<file path="src/hsc_pkg.sv">
// ----------------------------------------------------------------------------
// hsc_pkg
// Shared widths, codes and position helpers for the Hamming SEC codec.
// ----------------------------------------------------------------------------
package hsc_pkg;

	localparam int WORD_W            = 63;
	localparam int POS_W             = 6;
	localparam int LEN_W             = 6;
	localparam int STATUS_W          = 2;
	localparam int DATA_MAX          = 57;
	localparam int MAX_DATA_BITS_DEF = 57;
	localparam logic [LEN_W-1:0] DATA_LEN_RESET = 6'd57;

	localparam logic FUNC_ENCODE = 1'b0;
	localparam logic FUNC_DECODE = 1'b1;

	typedef enum logic [STATUS_W-1:0] {
		ST_OK        = 2'd0,
		ST_CORRECTED = 2'd1,
		ST_BEYOND    = 2'd2
	} status_t;

	typedef struct packed {
		logic [POS_W-1:0] error_position;
		status_t          status;
	} dec_info_t;

	function automatic logic is_pow2(input int p);
		return (p & (p - 1)) == 0;
	endfunction

	// Number of data positions below position p (positions count from 1).
	function automatic logic [POS_W-1:0] data_idx(input int p);
		int cnt;
		cnt = 0;
		for (int q = 1; q < p; q++) begin
			if (!is_pow2(q)) cnt++;
		end
		return POS_W'(cnt);
	endfunction

	// Codeword position of data bit k.
	function automatic logic [POS_W-1:0] data_pos(input int k);
		int found;
		found = WORD_W;
		for (int p = WORD_W; p >= 1; p--) begin
			if (!is_pow2(p) && (data_idx(p) == POS_W'(k))) found = p;
		end
		return POS_W'(found);
	endfunction

endpackage

</file>
<file path="src/hsc_cfg.sv">
// ----------------------------------------------------------------------------
// hsc_cfg
// Data length register and its clamp to the supported range.
// ----------------------------------------------------------------------------
module hsc_cfg #(
	parameter int MaxDataBits = hsc_pkg::MAX_DATA_BITS_DEF
) (
	input  logic                     clk,
	input  logic                     arst_n,
	input  logic                     wr_en,
	input  logic [hsc_pkg::LEN_W-1:0] wr_data,
	output logic [hsc_pkg::LEN_W-1:0] eff_len
);
	import hsc_pkg::*;

	localparam logic [LEN_W-1:0] MaxLen = LEN_W'(MaxDataBits);

	logic [LEN_W-1:0] data_len_q;

	always_ff @(posedge clk or negedge arst_n) begin
		if (!arst_n) begin
			data_len_q <= DATA_LEN_RESET;
		end else if (wr_en) begin
			data_len_q <= wr_data;
		end
	end

	// A length of zero behaves as one; anything above the maximum is capped.
	always_comb begin
		if (data_len_q == '0) begin
			eff_len = LEN_W'(1);
		end else if (data_len_q > MaxLen) begin
			eff_len = MaxLen;
		end else begin
			eff_len = data_len_q;
		end
	end

endmodule

</file>
<file path="config.mk">
export PLATFORM = sky130hd
export DESIGN_NAME = hsc_cfg
export DESIGN_NICKNAME = d
export VERILOG_FILES = /design/src/hsc_pkg.sv /design/src/hsc_cfg.sv
export SDC_FILE = /design/constraint.sdc
export NUM_CORES = 1
export LEC_CHECK = 0
export ABC_CLOCK_PERIOD_IN_PS = 2700
export BUFFER_PORTS_ARGS = -buffer_cell sky130_fd_sc_hd__buf_2
export CAP_MARGIN = 5
export CORE_AREA = 2 2 39 41
export DETAILED_ROUTE_END_ITERATION = 16
export DIE_AREA = 0 0 41 43
export PLACE_DENSITY_LB_ADDON = 0.15
export SLEW_MARGIN = 0
export SYNTH_ARGS = -nofsm -noshare
export SYNTH_HDL_FRONTEND = slang
export SYNTH_SLANG_ARGS = --single-unit
</file>
<file path="constraint.sdc">
create_clock -name clk -period 2.7 [get_ports clk]
set_clock_uncertainty 0.05 [all_clocks]
set_input_delay 0 -clock clk [delete_from_list [all_inputs] [get_ports clk]]
set_output_delay 0 -clock clk [all_outputs]
set_load 0.005 [all_outputs]
</file>
==> results of run 1 <==
## repair_timing
action	in CTS	in global routing
gates resized for setup	0	0
buffers inserted	0	0
hold buffers	8	0
endpoints found under the hold margin	12	0
## power breakdown
group | internal (mW) | switching (mW) | total (mW)
combinational | 0.0301 | 0.0163 | 0.0463
clock | 0.0560 | 0.0324 | 0.0884
sequential | 0.104 | 0.00889 | 0.113
total | 0.190 | 0.0576 | 0.247
## cell usage after synthesis (all sizes together)
cell / count
buf: 1
clkbuf: 2
dlygate4sd3: 1
o21ai: 1
o2111ai: 1
nand2: 1
o311ai: 1
or3: 1
dfstp: 4
and2: 2
mux2: 5
nand3: 1
inv: 1
dfrtp: 2
## worst min-delay path by stage
stage / slack (ns) / startpoint / end
finish: 0.06 / arst_n / data_len_q[2]$_DFFE_PN0P_
global route: 0.06 / arst_n / data_len_q[2]$_DFFE_PN0P_
CTS: 0.05 / arst_n / data_len_q[2]$_DFFE_PN0P_
detailed placement: -0.22 / arst_n / data_len_q[2]$_DFFE_PN0P_
global placement: -0.22 / arst_n / data_len_q[1]$_DFFE_PN0P_
floorplan: -0.35 / arst_n / data_len_q[1]$_DFFE_PN0P_
## critical path, cell delays in order (launching register included)
cell      delay, ns
dfstp_2        0.37
or3_1          0.37
o311ai_1       0.22
buf_2          0.16
## routing by layer
metal / routed length (microns) / share of wire / up-vias / GRT usage
li1: - / - / 125 / -
met1: 276 / 0.41 / 127 / 0.100
met2: 356 / 0.52 / 8 / 0.150
met3: 48 / 0.070 / 0 / 0.0314
met4: 0 / 0 / 0 / 0.0600
met5: 0 / 0 / - / 0
## cells in the final DEF, fill, tap and decap left out, drive strengths merged
master,n
buf,14
dlygate4sd3,8
mux2,5
dfstp,4
clkbuf,4
and2,2
dfrtp,2
nand3,1
or3,1
o2111ai,1
inv,1
o311ai,1
nand2,1
o21ai,1
## final cells by class
class	instances	area, sq um	area share
Multi-Input combinational cell	13	106	0.230
Tap cell	16	20.0	0.0434
Sequential cell	6	155	0.336
Inverter	1	3.75	0.00813
Timing Repair Buffer	22	150	0.325
Clock buffer	4	26.3	0.0569
## kinds of logic after synthesis
| family | after synthesis | synth area share |
|---|---|---|
| flops | 6 | 0.539 |
| mux | 5 | 0.196 |
| simple gates | 5 | 0.0956 |
| buf+inv | 5 | 0.0913 |
| compound gates | 3 | 0.0783 |
## metrics by stage
| step | worst slack (ns) | instances | hold WS, ns |
|---|---|---|---|
| 2_1_floorplan | 1.57 | 24 | -0.346 |
| 3_3_place_gp | 1.56 | 50 | -0.224 |
| 3_5_place_dp | 1.54 | 50 | -0.222 |
| 4_1_cts | 1.27 | 62 | 0.0462 |
| 5_1_grt | 1.25 | 62 | 0.0650 |
| 6_report | 1.30 | 62 | 0.0621 |
==> results.ini, run 1 <==
[clock_tree]
clk_latency_ns=0.24
cts_tree=yes
clockBufferDepth=2
clk_pin_slew_ns=0.05
cts_buffers=3
cts_root_buffer=clkbuf_4
cts.sinks=6
htreeDepth=1

[worst_setup_path]
arrival_ns=1.35
critPathCapture=eff_len[0]
reg2reg_depth=3
critPathKind=reg2out
critPathCaptureType=output port
cp.required_ns=2.65
ff2ff_setup_slack_ns=1.33
timing.rr.end=data_len_q[0]$_DFFE_PN1P_
startpoint=data_len_q[3]$_DFFE_PN1P_
timing.rr.start=data_len_q[0]$_DFFE_PN1P_
start_kind=flip-flop
path_max_fanout=5

[global_route]
antenna_found_initial=0
grt_pass1_vias=278
track_usage=0.0945
overflow=0
grt_pass1_wl_microns=1100
grt_max_degree=8

[timing]
fin_crit_sh=0.520
worstMarginPinSlew_ns=0.213
finalSetupViolCount=0
setup_tns_ns=0
fin_crit_ns=1.40
drv_slew=0
max_freq_mhz=712
slew_headroom=0.856
hold_viol_final=0
rsz0062_at_grt=no

[die]
ios=15
die-area_sq_mm=0.00176
coreArea_sq_mm=0.00138
dieHeight_microns=43
std_cell_rows=14
initial_core_util=0.208
die_w_microns=41

[detailed_routing]
vias=260
wirelength_microns=681
drt-pass1-iter-count=2
vias_per_cell=4.19
drcViolationCount=0
wire_per_inst_microns=11.0
drtIter0Drc=7
ant_nets=0

[flow_run]
max_cap_viol_count=0

[layout]
syn2layout_area_growth_pct=60.4
antennaDiodeCount=0
fill_cells=150
top_regs=data_len_q (6)
final_util=0.334
largest-register=data_len_q
nNetsFinal=56
largest_reg_flops=6
fin_area_sq_um=462
drive_gt1_frac=0.565

[power]
total_power_uw=247
vdd_ir_drop_max_uv=226
p_leak_nw=0.207
powerDensity_mw_per_mm2=536

[yosys]
synth_area_leaders=dfstp_2 (37%), mux2_2 (20%), dfrtp_1 (17%)
syn_area_per_cell_sq_um=12.0
syn-num-nets=33
ys_warn_count=0
synth_area_sq_um=288
synth-seq-cells=6
yosys.area.top_type_share=0.365
synth_top_cell_by_area=dfstp_2
synth_cell_types=14
postSynthCellCount=24
seq_area_frac_synth=0.539

[placement]
place_hpwl_microns=509
io_buffers=14
dpl-instance-area_sq_um=355
place_congestion=0.579

[worst_hold_path]
hp-class=in2async

[outcome]
status=complete, no violations

Note: power is estimated with default switching activity, not from simulation.
==> inputs of run 2 (changes only) <==
--- a/config.mk
+++ b/config.mk
@@ -5,7 +5,7 @@
 export SDC_FILE = /design/constraint.sdc
 export NUM_CORES = 1
 export LEC_CHECK = 0
-export ABC_CLOCK_PERIOD_IN_PS = 2700
+export ABC_CLOCK_PERIOD_IN_PS = 1200
 export BUFFER_PORTS_ARGS = -buffer_cell sky130_fd_sc_hd__buf_2
 export CAP_MARGIN = 5
 export CORE_AREA = 2 2 39 41
==> constraint.sdc (replaced) <==
create_clock -name clk -period 1.2 [get_ports clk]
set_clock_uncertainty 0.05 [all_clocks]
set_input_delay 0 -clock clk [delete_from_list [all_inputs] [get_ports clk]]
set_output_delay 0 -clock clk [all_outputs]
set_load 0.005 [all_outputs]
==> run 2 against run 1 <==
Net effect:
- the run now ends with setup timing left
- global-route usage rose by 0.48 points
- setup slack got worse by 1.5 ns
- register-to-register slack got worse by 1.1 ns
- largest cell class is now buffers
==> results.ini, run 2 (synthesized netlist as in run 1, its figures left out) <==
[layout]
largest-register=data_len_q
multiInputGateArea_sq_um=106
top_regs=data_len_q (6)
antennaDiodeCount=0
syn2layout_area_growth_pct=63.5
final_cell_mix=buf_2 (14), dlygate4sd3_1 (7), mux2_2 (5)
final_common_cell=buf_2
drive_gt1_frac=0.596
regArea_sq_um=155
largest_reg_flops=6
layout.cells.non_filler=63
nNetsFinal=57
fill_cells=155

[worst_setup_path]
critPathBufInv=1
path_depth=3
critPathKind=reg2out
worst_path_max_delay_cell=dfstp_2
timing.rr.end=data_len_q[3]$_DFFE_PN1P_
start_kind=flip-flop
cp.required_ns=1.15
critPathCapture=eff_len[0]
timing.rr.start=data_len_q[3]$_DFFE_PN1P_
arrival_ns=1.34
cpPeakStageDelay_ns=0.38
ff2ff_setup_slack_ns=0.24
critPathCaptureType=output port
cp_top_family=flip-flops
cp_cell_sequence=or3_1 > o311ai_1 > buf_2
startpoint=data_len_q[4]$_DFFE_PN1P_
reg2reg_depth=3
path_max_fanout=5

[outcome]
status=complete, but fails checks
violations=setup timing

[die]
initial_core_util=0.208
ios=15
dieHeight_microns=43
std_cell_rows=14
coreArea_sq_mm=0.00138
die-area_sq_mm=0.00176
die_w_microns=41

[detailed_routing]
ant_nets=0
drcViolationCount=0
wire_per_inst_microns=10.4
drtIter0Drc=3
drt-pass1-iter-count=4
vias=259
vias_per_cell=4.11
wirelength_microns=657

[power]
vdd_ir_drop_max_uv=480
p_leak_nw=0.213
total_power_uw=565
powerDensity_mw_per_mm2=1200

[global_route]
antenna_found_initial=0
overflow=0
grt_max_degree=8
grt_pass1_vias=274
grt_pass1_wl_microns=1140
track_usage=0.0993

[timing]
drv_slew=0
max_freq_mhz=719
finalSetupViolCount=3
fin_crit_ns=1.39
fin_crit_sh=1.16
slew_headroom=0.857
worstMarginPinSlew_ns=0.212
setup_ws_ns=-0.191
hold_viol_final=0
whs_ns=0.0181
rsz0062_at_grt=yes

[clock_tree]
cts.sinks=6
cts_tree=yes
cts_buffers=3
clockBufferDepth=2
clk_latency_ns=0.24
clk_pin_slew_ns=0.05
cts_root_buffer=clkbuf_4
htreeDepth=1

[placement]
dp_slack_ns=0.0444
dp_cells=51
place_congestion=0.585
io_buffers=14

[worst_hold_path]
hp-class=in2reg
min_delay_path_depth=2

[flow_run]
max_cap_viol_count=0

run 2: metrics by stage:
| step | TNS (ns) | util | cell area, sq um |
|---|---|---|---|
| detailed placement | 0 | 0.262 | 363 |
| floorplan | 0 | - | 288 |
| finish | -0.455 | 0.340 | 470 |
| global route | -0.716 | 0.340 | 470 |
| CTS | -0.320 | 0.335 | 463 |
| global placement | 0 | 0.262 | 363 |
run 2: area by class of cell:
cell class	count	share of cell area
timing repair buffer	23	0.338
sequential	6	0.330
multi-input combinational	13	0.226
clock buffer	4	0.0559
tap	16	0.0426
inverter	1	0.00798
run 2: what timing repair did:
action,CTS,global route
hold buffers,7,0
pin swaps,2,1
setup buffers,0,1
endpoints found under the hold margin,12,0
gates resized for setup,1,0
endpoints found under the setup margin,3,3
run 2: how the worst min path moves through the flow:
stage                       from                        end
after global routing       wr_en  data_len_q[0]$_DFFE_PN1P_
final                      wr_en  data_len_q[0]$_DFFE_PN1P_
after CTS                  wr_en  data_len_q[0]$_DFFE_PN1P_
after global placement    arst_n  data_len_q[1]$_DFFE_PN0P_
after detailed placement  arst_n  data_len_q[2]$_DFFE_PN0P_
after floorplan           arst_n  data_len_q[1]$_DFFE_PN0P_
run 2: routing by layer:
layer  GRT usage  up-vias  share of wire
li1            -      128              -
met1       0.113      121           0.42
met2       0.144       10           0.50
met3      0.0314        0          0.072
met4      0.0800        0              0
met5           0        -              0
run 2: power breakdown:
group	internal [mW]	switching, mW
Sequential	0.233	0.0171
Clock	0.126	0.0739
Combinational	0.0742	0.0406
Total	0.433	0.132
